$ cat src/rtl/itoa_pkg.sv
// ============================================================================
// itoa_pkg
// Shared widths, codes, control words and the microcode table for the
// integer to radix ASCII converter.
// ============================================================================
`default_nettype none

package itoa_pkg;

    // Word width of the number to convert.
    localparam int WORD_BITS = 32;
    // Width of one digit value (radix is at most 36).
    localparam int DIG_W     = 6;
    // Width of the radix field.
    localparam int BASE_W    = 6;
    // Width of an ASCII character.
    localparam int CHAR_W    = 7;
    // Width of the digit count field.
    localparam int CNTO_W    = 6;
    // Divider bit counter and digit counter widths.
    localparam int BIT_W     = $clog2(WORD_BITS);
    localparam int CNT_W     = $clog2(WORD_BITS + 1);

    localparam logic [BASE_W-1:0] BASE_MIN = BASE_W'(2);
    localparam logic [BASE_W-1:0] BASE_MAX = BASE_W'(36);
    localparam logic [BASE_W-1:0] BASE_DEC = BASE_W'(10);

    localparam logic [CHAR_W-1:0] CH_ZERO  = 7'h30;
    localparam logic [CHAR_W-1:0] CH_SEVEN = 7'h37;
    localparam logic [CHAR_W-1:0] CH_MINUS = 7'h2D;
    localparam logic [CHAR_W-1:0] CH_SPACE = 7'h20;

    // Sequencer steps.
    typedef enum logic [2:0] {
        STEP_IDLE,
        STEP_INIT,
        STEP_DIV,
        STEP_PUSH,
        STEP_SIGN,
        STEP_DIGIT,
        STEP_SPACE
    } t_step;

    // Datapath operations.
    typedef enum logic [2:0] {
        OP_NONE,
        OP_LOAD,
        OP_CLR,
        OP_DIV,
        OP_PUSH,
        OP_SIGN,
        OP_DIGIT,
        OP_SPACE
    } t_op;

    // Jump conditions.
    typedef enum logic [2:0] {
        C_ALWAYS,
        C_ACCEPT,
        C_DIV_DONE,
        C_MORE,
        C_SIGN_DONE,
        C_DIGIT_DONE,
        C_EMIT_OK
    } t_cond;

    // One microcode word: on condition true jump to target, otherwise
    // hold the step or advance to the next one.
    typedef struct packed {
        logic  take_in;
        t_op   op;
        t_cond cond;
        t_step target;
        logic  miss_adv;
    } t_uword;

    // Control from sequencer to datapath.
    typedef struct packed {
        logic take_in;
        t_op  op;
    } t_ctrl;

    // Status from datapath to sequencer.
    typedef struct packed {
        logic in_valid;
        logic div_done;
        logic more;
        logic minus;
        logic emit_ok;
        logic last_digit;
    } t_stat;

    function automatic t_uword f_urom(input t_step step);
        t_uword w;
        w = '{take_in: 1'b0, op: OP_NONE, cond: C_ALWAYS,
              target: STEP_IDLE, miss_adv: 1'b0};
        case (step)
            STEP_IDLE: begin
                w = '{take_in: 1'b1, op: OP_LOAD, cond: C_ACCEPT,
                      target: STEP_INIT, miss_adv: 1'b0};
            end
            STEP_INIT: begin
                w = '{take_in: 1'b0, op: OP_CLR, cond: C_ALWAYS,
                      target: STEP_DIV, miss_adv: 1'b0};
            end
            STEP_DIV: begin
                w = '{take_in: 1'b0, op: OP_DIV, cond: C_DIV_DONE,
                      target: STEP_PUSH, miss_adv: 1'b0};
            end
            STEP_PUSH: begin
                w = '{take_in: 1'b0, op: OP_PUSH, cond: C_MORE,
                      target: STEP_INIT, miss_adv: 1'b1};
            end
            STEP_SIGN: begin
                w = '{take_in: 1'b0, op: OP_SIGN, cond: C_SIGN_DONE,
                      target: STEP_DIGIT, miss_adv: 1'b0};
            end
            STEP_DIGIT: begin
                w = '{take_in: 1'b0, op: OP_DIGIT, cond: C_DIGIT_DONE,
                      target: STEP_SPACE, miss_adv: 1'b0};
            end
            STEP_SPACE: begin
                w = '{take_in: 1'b0, op: OP_SPACE, cond: C_EMIT_OK,
                      target: STEP_IDLE, miss_adv: 1'b0};
            end
            default: begin
                w = '{take_in: 1'b0, op: OP_NONE, cond: C_ALWAYS,
                      target: STEP_IDLE, miss_adv: 1'b0};
            end
        endcase
        return w;
    endfunction

    // Clamp the radix into 2..36.
    function automatic logic [BASE_W-1:0] f_clamp_base(input logic [BASE_W-1:0] b);
        logic [BASE_W-1:0] r;
        r = b;
        if (b < BASE_MIN) begin
            r = BASE_MIN;
        end else if (b > BASE_MAX) begin
            r = BASE_MAX;
        end
        return r;
    endfunction

    // Digit value to ASCII character.
    function automatic logic [CHAR_W-1:0] f_dig_char(input logic [DIG_W-1:0] d);
        logic [CHAR_W-1:0] c;
        if (d < DIG_W'(10)) begin
            c = CH_ZERO + CHAR_W'(d);
        end else begin
            c = CH_SEVEN + CHAR_W'(d);
        end
        return c;
    endfunction

endpackage

`default_nettype wire

$ cat src/rtl/itoa_if.sv
// ============================================================================
// itoa_if
// Request channels of the converter: number in, characters out.
// ============================================================================
`default_nettype none

interface itoa_in_if;
    import itoa_pkg::*;

    logic                        valid;
    logic                        ready;
    logic signed [WORD_BITS-1:0] value;
    logic        [BASE_W-1:0]    base;

    modport source (output valid, output value, output base, input ready);
    modport sink   (input valid, input value, input base, output ready);
endinterface

interface itoa_out_if;
    import itoa_pkg::*;

    logic              valid;
    logic              ready;
    logic [CHAR_W-1:0] ascii_char;
    logic [CNTO_W-1:0] digit_count;
    logic              last;

    modport source (output valid, output ascii_char, output digit_count,
                    output last, input ready);
    modport sink   (input valid, input ascii_char, input digit_count,
                    input last, output ready);
endinterface

`default_nettype wire

$ cat src/rtl/itoa_seq.sv
// ============================================================================
// itoa_seq
// Step counter and microcode table; evaluates jump conditions.
// ============================================================================
`default_nettype none

module itoa_seq (
    input  wire logic            i_clk,
    input  wire logic            i_rst_n,
    input  wire itoa_pkg::t_stat i_stat,
    output itoa_pkg::t_ctrl      o_ctrl
);
    import itoa_pkg::*;

    t_step  r_pc;
    t_step  n_pc;
    t_uword w_uw;
    logic   w_hit;

    assign w_uw = f_urom(r_pc);

    always_comb begin
        case (w_uw.cond)
            C_ALWAYS:     w_hit = 1'b1;
            C_ACCEPT:     w_hit = i_stat.in_valid;
            C_DIV_DONE:   w_hit = i_stat.div_done;
            C_MORE:       w_hit = i_stat.more;
            C_SIGN_DONE:  w_hit = !i_stat.minus || i_stat.emit_ok;
            C_DIGIT_DONE: w_hit = i_stat.emit_ok && i_stat.last_digit;
            C_EMIT_OK:    w_hit = i_stat.emit_ok;
            default:      w_hit = 1'b1;
        endcase
    end

    // Next step: jump on hit, else advance or hold.
    always_comb begin
        if (w_hit) begin
            n_pc = w_uw.target;
        end else if (w_uw.miss_adv) begin
            n_pc = t_step'(r_pc + 3'd1);
        end else begin
            n_pc = r_pc;
        end
    end

    // Control word fields to the datapath.
    always_comb begin
        o_ctrl.take_in = w_uw.take_in;
        o_ctrl.op      = w_uw.op;
    end

    always_ff @(posedge i_clk) begin
        if (!i_rst_n) begin
            r_pc <= STEP_IDLE;
        end else begin
            r_pc <= n_pc;
        end
    end

endmodule

`default_nettype wire

$ cat src/rtl/itoa_dp.sv
// ============================================================================
// itoa_dp
// Datapath: bit-serial restoring divider, digit stack, output register.
// ============================================================================
`default_nettype none

module itoa_dp (
    input  wire logic            i_clk,
    input  wire logic            i_rst_n,
    input  wire itoa_pkg::t_ctrl i_ctrl,
    output itoa_pkg::t_stat      o_stat,
    itoa_in_if.sink              i_in,
    itoa_out_if.source           o_out
);
    import itoa_pkg::*;

    logic [WORD_BITS-1:0] r_val;
    logic [BASE_W-1:0]    r_radix;
    logic [DIG_W-1:0]     r_rem;
    logic [BIT_W-1:0]     r_bit;
    logic [CNT_W-1:0]     r_n;
    logic [CNT_W-1:0]     r_left;
    logic                 r_minus;
    logic [DIG_W-1:0]     r_stk [WORD_BITS];

    logic                 r_ov;
    logic [CHAR_W-1:0]    r_char;
    logic [CNTO_W-1:0]    r_cnt;
    logic                 r_last;

    logic                 w_accept;
    logic [WORD_BITS-1:0] w_v;
    logic [BASE_W-1:0]    w_radix;
    logic                 w_minus;
    logic [DIG_W:0]       w_trial;
    logic                 w_ge;
    logic                 w_emit_ok;
    logic                 w_load_out;
    logic [CHAR_W-1:0]    w_char;
    logic                 w_last;

    assign i_in.ready = i_ctrl.take_in;
    assign w_accept   = i_ctrl.take_in && i_in.valid;
    assign w_v        = WORD_BITS'(i_in.value);
    assign w_radix    = f_clamp_base(i_in.base);
    assign w_minus    = w_v[WORD_BITS-1] && (w_radix == BASE_DEC);

    // One quotient bit per cycle.
    assign w_trial = {r_rem, r_val[WORD_BITS-1]};
    assign w_ge    = w_trial >= {1'b0, r_radix};

    assign w_emit_ok = !r_ov || o_out.ready;

    always_comb begin
        w_load_out = 1'b0;
        w_char     = CH_SPACE;
        w_last     = 1'b0;
        case (i_ctrl.op)
            OP_SIGN: begin
                w_load_out = w_emit_ok && r_minus;
                w_char     = CH_MINUS;
            end
            OP_DIGIT: begin
                w_load_out = w_emit_ok;
                w_char     = f_dig_char(r_stk[0]);
            end
            OP_SPACE: begin
                w_load_out = w_emit_ok;
                w_last     = 1'b1;
            end
            default: begin
                w_load_out = 1'b0;
            end
        endcase
    end

    always_comb begin
        o_stat.in_valid   = i_in.valid;
        o_stat.div_done   = r_bit == BIT_W'(WORD_BITS - 1);
        o_stat.more       = (r_val != '0) && (r_n < CNT_W'(WORD_BITS - 1));
        o_stat.minus      = r_minus;
        o_stat.emit_ok    = w_emit_ok;
        o_stat.last_digit = r_left == CNT_W'(1);
    end

    always_ff @(posedge i_clk) begin
        case (i_ctrl.op)
            OP_LOAD: begin
                if (w_accept) begin
                    r_val   <= w_minus ? (~w_v + WORD_BITS'(1)) : w_v;
                    r_radix <= w_radix;
                    r_minus <= w_minus;
                    r_n     <= '0;
                    r_left  <= '0;
                end
            end
            OP_CLR: begin
                r_rem <= '0;
                r_bit <= '0;
            end
            OP_DIV: begin
                r_rem <= w_ge ? DIG_W'(w_trial - {1'b0, r_radix}) : w_trial[DIG_W-1:0];
                r_val <= {r_val[WORD_BITS-2:0], w_ge};
                r_bit <= r_bit + BIT_W'(1);
            end
            OP_PUSH: begin
                r_stk[0] <= r_rem;
                for (int i = 1; i < WORD_BITS; i++) begin
                    r_stk[i] <= r_stk[i-1];
                end
                r_n    <= r_n + CNT_W'(1);
                r_left <= r_left + CNT_W'(1);
            end
            OP_DIGIT: begin
                if (w_emit_ok) begin
                    for (int i = 0; i < WORD_BITS - 1; i++) begin
                        r_stk[i] <= r_stk[i+1];
                    end
                    r_left <= r_left - CNT_W'(1);
                end
            end
            default: begin
            end
        endcase
    end

    // Output register; holds until taken.
    always_ff @(posedge i_clk) begin
        if (!i_rst_n) begin
            r_ov <= 1'b0;
        end else if (w_load_out) begin
            r_ov <= 1'b1;
        end else if (o_out.ready) begin
            r_ov <= 1'b0;
        end
    end

    always_ff @(posedge i_clk) begin
        if (w_load_out) begin
            r_char <= w_char;
            r_cnt  <= CNTO_W'(r_n);
            r_last <= w_last;
        end
    end

    assign o_out.valid       = r_ov;
    assign o_out.ascii_char  = r_char;
    assign o_out.digit_count = r_cnt;
    assign o_out.last        = r_last;

endmodule

`default_nettype wire

$ cat src/rtl/integer_to_radix_ascii.sv
// Steps: per digit the divider clears, shifts the quotient in bit by bit
//   and pushes the remainder; then the sign step, each digit character and
//   the closing space follow. The single one-bit-per-cycle divider serves
//   every digit in turn, and a stalled sink holds the emit steps.
// Reset: synchronous active-low i_rst_n returns the sequencer to idle and
//   empties the output register; in idle the block is ready for a request.
// ============================================================================
// integer_to_radix_ascii
// Converts a signed word to ASCII digits in radix 2..36, most significant
// digit first, with an optional '-' (decimal only) and a closing space.
// ============================================================================
`default_nettype none

module integer_to_radix_ascii (
    input  wire logic  i_clk,
    input  wire logic  i_rst_n,
    itoa_in_if.sink    i_in,
    itoa_out_if.source o_out
);
    import itoa_pkg::*;

    // Control word from the microcode table and status back from the datapath.
    t_ctrl w_ctrl;
    t_stat w_stat;

    // Sequencer program, one step a cycle unless it holds:
    //   IDLE  take a request, clamp radix, strip sign for negative decimal
    //   INIT  clear remainder and bit counter
    //   DIV   shift one quotient bit per cycle, in place over the value
    //   PUSH  push remainder on the digit stack; loop while quotient nonzero
    //   SIGN  emit '-' when needed
    //   DIGIT pop digits, most significant first
    //   SPACE emit the closing space flagged last, back to IDLE
    itoa_seq u_seq (
        .i_clk   (i_clk),
        .i_rst_n (i_rst_n),
        .i_stat  (w_stat),
        .o_ctrl  (w_ctrl)
    );

    // Divider, digit stack and output register; the output register lets the
    // last character wait for the sink while the next request is taken.
    itoa_dp u_dp (
        .i_clk   (i_clk),
        .i_rst_n (i_rst_n),
        .i_ctrl  (w_ctrl),
        .o_stat  (w_stat),
        .i_in    (i_in),
        .o_out   (o_out)
    );

endmodule

`default_nettype wire

$ cat src/flat_wrapper.sv
// flat-port wrapper written by rule: the top's interface ports become plain ports
module integer_to_radix_ascii_flat import itoa_pkg::*;
  (i_clk, i_rst_n, i_in_valid, i_in_value, i_in_base, i_in_ready, o_out_valid, o_out_ascii_char, o_out_digit_count, o_out_last, o_out_ready);
  itoa_in_if i_in_i ();
  itoa_out_if o_out_i ();
  input  wire logic i_clk;
  input  wire logic i_rst_n;
  input wire logic [$bits(i_in_i.valid)-1:0] i_in_valid;
  input wire logic [$bits(i_in_i.value)-1:0] i_in_value;
  input wire logic [$bits(i_in_i.base)-1:0] i_in_base;
  output wire logic [$bits(i_in_i.ready)-1:0] i_in_ready;
  output wire logic [$bits(o_out_i.valid)-1:0] o_out_valid;
  output wire logic [$bits(o_out_i.ascii_char)-1:0] o_out_ascii_char;
  output wire logic [$bits(o_out_i.digit_count)-1:0] o_out_digit_count;
  output wire logic [$bits(o_out_i.last)-1:0] o_out_last;
  input wire logic [$bits(o_out_i.ready)-1:0] o_out_ready;
  assign i_in_i.valid = i_in_valid;
  assign i_in_i.value = i_in_value;
  assign i_in_i.base = i_in_base;
  assign i_in_ready = i_in_i.ready;
  assign o_out_valid = o_out_i.valid;
  assign o_out_ascii_char = o_out_i.ascii_char;
  assign o_out_digit_count = o_out_i.digit_count;
  assign o_out_last = o_out_i.last;
  assign o_out_i.ready = o_out_ready;
  integer_to_radix_ascii u_core (.i_clk(i_clk), .i_rst_n(i_rst_n), .i_in(i_in_i), .o_out(o_out_i));
endmodule
$ cat config.mk
export PLATFORM = sky130hd
export DESIGN_NAME = integer_to_radix_ascii_flat
export DESIGN_NICKNAME = d
export VERILOG_FILES = /design/src/rtl/itoa_pkg.sv /design/src/rtl/itoa_if.sv /design/src/rtl/itoa_seq.sv /design/src/rtl/itoa_dp.sv /design/src/rtl/integer_to_radix_ascii.sv /design/src/flat_wrapper.sv
export SDC_FILE = /design/constraint.sdc
export NUM_CORES = 1
export LEC_CHECK = 0
export ABC_AREA = 1
export BUFFER_PORTS_ARGS = -buffer_cell sky130_fd_sc_hd__buf_4
export CORE_ASPECT_RATIO = 1.75
export CORE_MARGIN = 2
export CORE_UTILIZATION = 30
export CTS_BUF_LIST = sky130_fd_sc_hd__clkbuf_4
export CTS_CLUSTER_SIZE = 28
export DETAILED_ROUTE_END_ITERATION = 12
export PLACE_DENSITY_LB_ADDON = 0.25
export SYNTH_ARGS = -nofsm -noshare
export SYNTH_HDL_FRONTEND = slang
export SYNTH_HIERARCHICAL = 1
export SYNTH_SLANG_ARGS = --single-unit
$ cat constraint.sdc
create_clock -name i_clk -period 8.2 [get_ports i_clk]
set_clock_uncertainty 0.05 [all_clocks]
set_input_delay 0 -clock i_clk [delete_from_list [all_inputs] [get_ports i_clk]]
set_output_delay 0 -clock i_clk [all_outputs]
set_load 0.02 [all_outputs]
Word-level counts from Yosys, hierarchy flattened
Memories as Yosys holds them, arrays and structs flattened.
Index checks and enable logic that the tools add are counted.
W data, S select, Z words.

cells by class
  add/sub/neg operators = 9
  magnitude comparators = 5
  equality and inequality tests = 24
  muxes and demuxes = 58
  bitwise gates (word level) = 32
  reductions and logical operators = 22

operator list
  kind                     number
  $mux W6                  36
  $pmux W11 S7             1
  $mux W32                 2
  $pmux W32 S2             1
  $add A32 B1 Y32 const B  1
  $not A32 Y32             1
  $reduce_bool A32 Y1      1
  $or A1 B1 Y1             31
  $eq A3 B3 Y1 const B     10
  $pmux W6 S2              2
  $eq A3 B2 Y1 const B     6
  $pmux W6 S3              1
  $add A6 B6 Y7 const A    2
  $pmux W7 S2              1
  $add A6 B1 Y6 const B    2
  $pmux W5 S2              1
  $reduce_bool A2 Y1       5
  $eq A3 B1 Y1 const B     3
  $mux W1                  8
  $ge A7 B6 Y1             1
  $mux W7                  1
  $eq A6 B1 Y1 const B     1
  $eq A6 B4 Y1 const B     1
  $gt A6 B6 Y1 const B     1
  other kinds (20)         30

word-level totals
  flip-flop bits (word level) = 80
  RAM bits = 192
  output and inout bits = 16
  word-level logic and storage cells = 163
  memories = 1

memories
  memory             words  bits a word  rd ports  clocked after Yosys merged registers in  wr ports  line           source
  u_core.u_dp.r_stk  32     6            32        0                                        32        itoa_dp.sv:24  logic [DIG_W-1:0] r_stk [WORD_BITS];

Logic depth before layout (Yosys ltp)
  depth in word-level cells = 8
  gate-level depth with buffers = 15
  depth with buffers taken out = 15

Modules after synthesis
The synthesis kept the hierarchy.

by module, submodules not included
  module    instances  cells an instance  area an instance (µm²)  sequential area each (µm²)
  itoa_dp   1          1,403              13,222.7                8,067.7
  itoa_seq  1          72                 469.2                   60.1

Worst setup path after synthesis
Ideal clock, no wire load.

  path type = reg2reg
  start = register u_core.u_seq.r_pc[1]
  end = memory u_core.u_dp.r_stk[0][0], enable pin
  library setup time = 0.554 ns
  arrival = 5.783 ns
  data required time = 7.596 ns
  path slack = 1.813 ns
  stages on the path, launching flop included = 11
  buffers on the path = 2
  period minus slack after synthesis = 6.387 ns
  cell sequence = dfxtp_1 ha_1 ha_1 inv_2 nand3_1 inv_1 nor2_4 nand2_2 buf_4 buf_2 nand2_1

RTL lines
  element                   line            source
  start: declaration        itoa_seq.sv:15  t_step r_pc;
  start signal: assignment  itoa_seq.sv:56  r_pc <= n_pc;
  end: declaration          itoa_dp.sv:24

==> impl_metrics.tcl <==
set metrics [dict create \
    leakagePower_nw 6.71 \
    timing.setup.critical_path_class "register to register" \
    cts_buffer_depth 3 \
    route.final.wire_length_mm 30.5 \
    critical_path.most_common_cell "sky130_fd_sc_hd__ha_1" \
    antenna_found_initial 1 \
    core.rowCount 103 \
    post_drt_via_cell_ratio 4.60 \
    grt_setup_unrepaired "false" \
    yosys_register_bits 272 \
    placement.io_buffers 57 \
    synth-adder-area-share 0.0207 \
    wire_length_of_the_first_global_routing_pass_mm 49.7 \
    crit_path_start_kind "register" \
    hold_path_cells 4 \
    core_region_area_um2 45100 \
    compound_gate_fraction_of_synth_area 0.0759 \
    totalNegativeSetupSlack_ps 0 \
    timing.critical_path.from "u_core/u_seq/r_pc[1]" \
    cpMaxStageDelayCell "sky130_fd_sc_hd__buf_12" \
    outcome "completed" \
    maxCapViolations 0 \
    layout.cell_area.non_filler_um2 16200 \
    share_of_yosys_cell_area_claimed_by_the_top_area_cell_type 0.588 \
    drt_pre_antenna_iters 5 \
    number_of_instances_resized_during_post_cts_repair 0 \
    cts.htree.levels 3 \
    synth_area_leader_cell "sky130_fd_sc_hd__edfxtp_1" \
    arrival_ps 4440 \
    grt_overall_usage 0.131 \
    synth_async_sr_flop_share 0 \
    postLayoutSetupSlackWorst_ps 4010 \
    yosys-top-cells-area "sky130_fd_sc_hd__edfxtp_1 59%, sky130_fd_sc_hd__nand2_1 14%, sky130_fd_sc_hd__o21ai_0 4.3%" \
    seq_area_frac_synth 0.594 \
    syn_inst 1475 \
    clock_insertion_delay_worst_skew_ps 710 \
    design.final.nets 1687 \
    initial_utilization 0.304 \
    power_mw 5.16 \
    yosysWarnings 6 \
    hold-worst-slack_ps 98.6 \
    hold_class "input pin to register" \
    post_drt_wl_per_cell_um 13.6 \
    maxSlewViolCount 0 \
    final_antenna_net_count 0 \
    timing.fmax_ghz 0.238 \
    power.density_nw_per_um2 318 \
    drc_errors 0 \
    syn_avg_cell_area_um2 9.28 \
    crit_path_cell_trace "ha_1, ha_1, inv_2, nand3_1, inv_1, nor2_4, nand2_8, nand2_4, buf_12" \
    yosys.area_share.xor_xnor 0.0166 \
    grt_overflow_total 0 \
    cp_data_required_time_ps 8450 \
    critPathMaxFanout 155 \
    dr_total_vias 10339 \
    die_w_um 165 \
    max_slew_margin_vs_limit 0.301 \
    crit_cells 9 \
    placement.cell_area_um2 14600 \
    cts_tree "built" \
    tightestPinTransition_ps 1050 \
    min_period_ps 4190 \
    power.ir.vdd_worst_uv 169 \
    die_area_um2 47400 \
    dpl_worst_slack_ps 4060 \
    period_share 0.512 \
    hold_viol_final 0 \
    critPathTopFamily "simple AND/OR/NAND/NOR gates" \
    area.growth.synth_to_final_pct 18.3 \
    setup-violations-final 0 \
    slowest_delay_ps 630 \
    synth_edf_count 268 \
    dpl.hpwl_mm 20.0 \
    mux_contribution_to_synthesized_area 0.00493 \
    synth_top_family_by_area "simple AND/OR/NAND/NOR gates" \
    cts_made_buffers 66 \
    setup.worst_path.end_class "register" \
    root_buffer "sky130_fd_sc_hd__clkbuf_4" \
    clkSinkCount 272 \
    timing.critical_path.buf_inv 3 \
    synthFlopType "sky130_fd_sc_hd__edfxtp_1" \
    top_level_ports 58 \
    first_global_vias 10409 \
    drt_iter0_markers 499 \
    syn-cell-area_um2 13700 \
    synthSimpleGateAreaFrac 0.223 \
    largest_net_degree_at_the_start_of_global_routing 156 \
    cts.reportedPaths.clkPinSlew_ps 70 \
    die_h_um 287 \
    hold_path_startpoint "i_rst_n" \
    timing.reg2reg.worst_path_depth 9 \
    gp_routability_congestion 0.910 \
    drive_above_1_share 0.124 \
    syn-num-nets 1539 \
    number_of_different_library_cells_in_the_post_synthesis_netlist 47 \
    r2r-start "u_core/u_seq/r_pc[1]" \
]
## registers in the layout, summed over array words and instances (netlist names), 6 cells and up
register / flops
u_core/u_dp/o_out.digit_count: 6
u_core/u_dp/r_rem: 6
u_core/u_dp/r_val: 32
u_core/u_dp/r_stk: 192
u_core/u_dp/r_n: 6
u_core/u_dp/o_out.ascii_char: 7
u_core/u_dp/r_radix: 6
u_core/u_dp/r_left: 6
## final cells by class
type                            instances  area (um^2)
Fill cell                            4644        28900
Sequential cell                       272         8130
Multi-Input combinational cell        993         4700
Timing Repair Buffer                  141         1260
Tap cell                              577          722
Clock buffer                           96          721
Inverter                              149          559
Clock inverter                         17         98.8
Antenna cell                            1         2.50
## worst min-delay path, cell delays in order
cell and delay (ps):
sky130_fd_sc_hd__dlygate4sd3_1 540, sky130_fd_sc_hd__buf_4 130, sky130_fd_sc_hd__inv_1 50, sky130_fd_sc_hd__a21oi_1 100
## synth_stat cells (2+ instances only)
| cell type | n |
|---|---|
| sky130_fd_sc_hd__a21boi_0 | 2 |
| sky130_fd_sc_hd__xnor2_1 | 9 |
| sky130_fd_sc_hd__xor2_1 | 17 |
| sky130_fd_sc_hd__nand2_1 | 495 |
| sky130_fd_sc_hd__inv_1 | 146 |
| sky130_fd_sc_hd__ha_1 | 21 |
| sky130_fd_sc_hd__buf_4 | 9 |
| sky130_fd_sc_hd__nand2_4 | 2 |
| sky130_fd_sc_hd__nor4_1 | 10 |
| sky130_fd_sc_hd__nor2_2 | 3 |
| sky130_fd_sc_hd__o32ai_1 | 2 |
| sky130_fd_sc_hd__nor3_1 | 7 |
| sky130_fd_sc_hd__inv_2 | 2 |
| sky130_fd_sc_hd__nor3b_1 | 3 |
| sky130_fd_sc_hd__mux2_2 | 6 |
| sky130_fd_sc_hd__buf_6 | 4 |
| sky130_fd_sc_hd__nand3_1 | 43 |
| sky130_fd_sc_hd__nand2_2 | 9 |
| sky130_fd_sc_hd__nor2_1 | 140 |
| sky130_fd_sc_hd__clkbuf_1 | 20 |
| sky130_fd_sc_hd__nor2_4 | 3 |
| sky130_fd_sc_hd__dfxtp_1 | 4 |
| sky130_fd_sc_hd__or2_2 | 2 |
| sky130_fd_sc_hd__nand4_1 | 12 |
| sky130_fd_sc_hd__edfxtp_1 | 268 |
| sky130_fd_sc_hd__nand3_2 | 3 |
| sky130_fd_sc_hd__o21ai_0 | 119 |
| sky130_fd_sc_hd__o21bai_1 | 4 |
| sky130_fd_sc_hd__buf_2 | 24 |
| sky130_fd_sc_hd__a21oi_1 | 68 |
| sky130_fd_sc_hd__buf_1 | 2 |
## cells in the final DEF (no fill, tap or decap), types with 4 or more instances in the layout
master / Yosys / final
sky130_fd_sc_hd__nand2_2: 9 / 8
sky130_fd_sc_hd__clkinv_1: 1 / 11
sky130_fd_sc_hd__xor2_1: 17 / 17
sky130_fd_sc_hd__clkbuf_4: 0 / 96
sky130_fd_sc_hd__mux2_2: 6 / 6
sky130_fd_sc_hd__dlygate4sd3_1: 0 / 75
sky130_fd_sc_hd__o21ai_0: 119 / 119
sky130_fd_sc_hd__nor3_1: 7 / 7
sky130_fd_sc_hd__clkinv_2: 0 / 4
sky130_fd_sc_hd__buf_4: 9 / 65
sky130_fd_sc_hd__a21oi_1: 68 / 68
sky130_fd_sc_hd__nor4_1: 10 / 10
sky130_fd_sc_hd__nor2_1: 140 / 139
sky130_fd_sc_hd__xnor2_1: 9 / 9
sky130_fd_sc_hd__ha_1: 21 / 21
sky130_fd_sc_hd__nand4_1: 12 / 12
sky130_fd_sc_hd__edfxtp_1: 268 / 268
sky130_fd_sc_hd__inv_1: 146 / 146
sky130_fd_sc_hd__nand3_1: 43 / 43
sky130_fd_sc_hd__dfxtp_1: 4 / 4
sky130_fd_sc_hd__nor2_4: 3 / 4
sky130_fd_sc_hd__o21bai_1: 4 / 4
sky130_fd_sc_hd__nand2_1: 495 / 494
## path summary, 6_finish.rpt
kind                                             endpoint  slack, ps
worst max-delay path             u_core/u_dp/r_stk[0][11]       4010
worst min-delay path                 u_core/u_seq/r_pc[2]        100
worst max register to register   u_core/u_dp/r_stk[0][11]       4010
worst min register to register  u_core/u_dp/r_stk[0][188]        410
## what timing repair did
action | in CTS | in global routing
setup endpoints to repair | 0 | 0
setup buffers | 0 | 0
endpoints found under the hold margin | 61 | 0
hold buffers | 75 | 0
## routing by layer
metal / vias to the layer above / track usage / routed length [um]
li1: 5210 / - / -
met1: 4878 / 0.142 / 12200
met5: - / 0 / 0
met4: 0 / 0.0614 / 1030
met2: 194 / 0.237 / 16100
met3: 57 / 0.0306 / 1180
## where the power goes
group / switching, mW / total [mW] / internal (mW) / leakage (nW)
Combinational: 1.09 / 1.59 / 0.500 / 3.73
Clock: 0.539 / 1.11 / 0.570 / 0.492
Sequential: 0.219 / 2.46 / 2.24 / 2.49
## kinds of logic (layout without fill, tap and decap cells)
group / count (synthesis) / count (layout)
other cells: 0 / 1
mux: 6 / 6
xor+xnor: 26 / 26
buf+inv: 210 / 403
simple gates: 738 / 738
flops: 272 / 272
fa+ha+maj: 22 / 22
compound gates: 201 / 201
## metrics by stage
step                utilization  std cells
floorplan                     -       1475
global placement          0.324       2057
detailed placement        0.324       2057
CTS                       0.359       2245
global route              0.359       2246
finish                    0.359       2246
No activity file was read; power rests on OpenSTA's default activity.
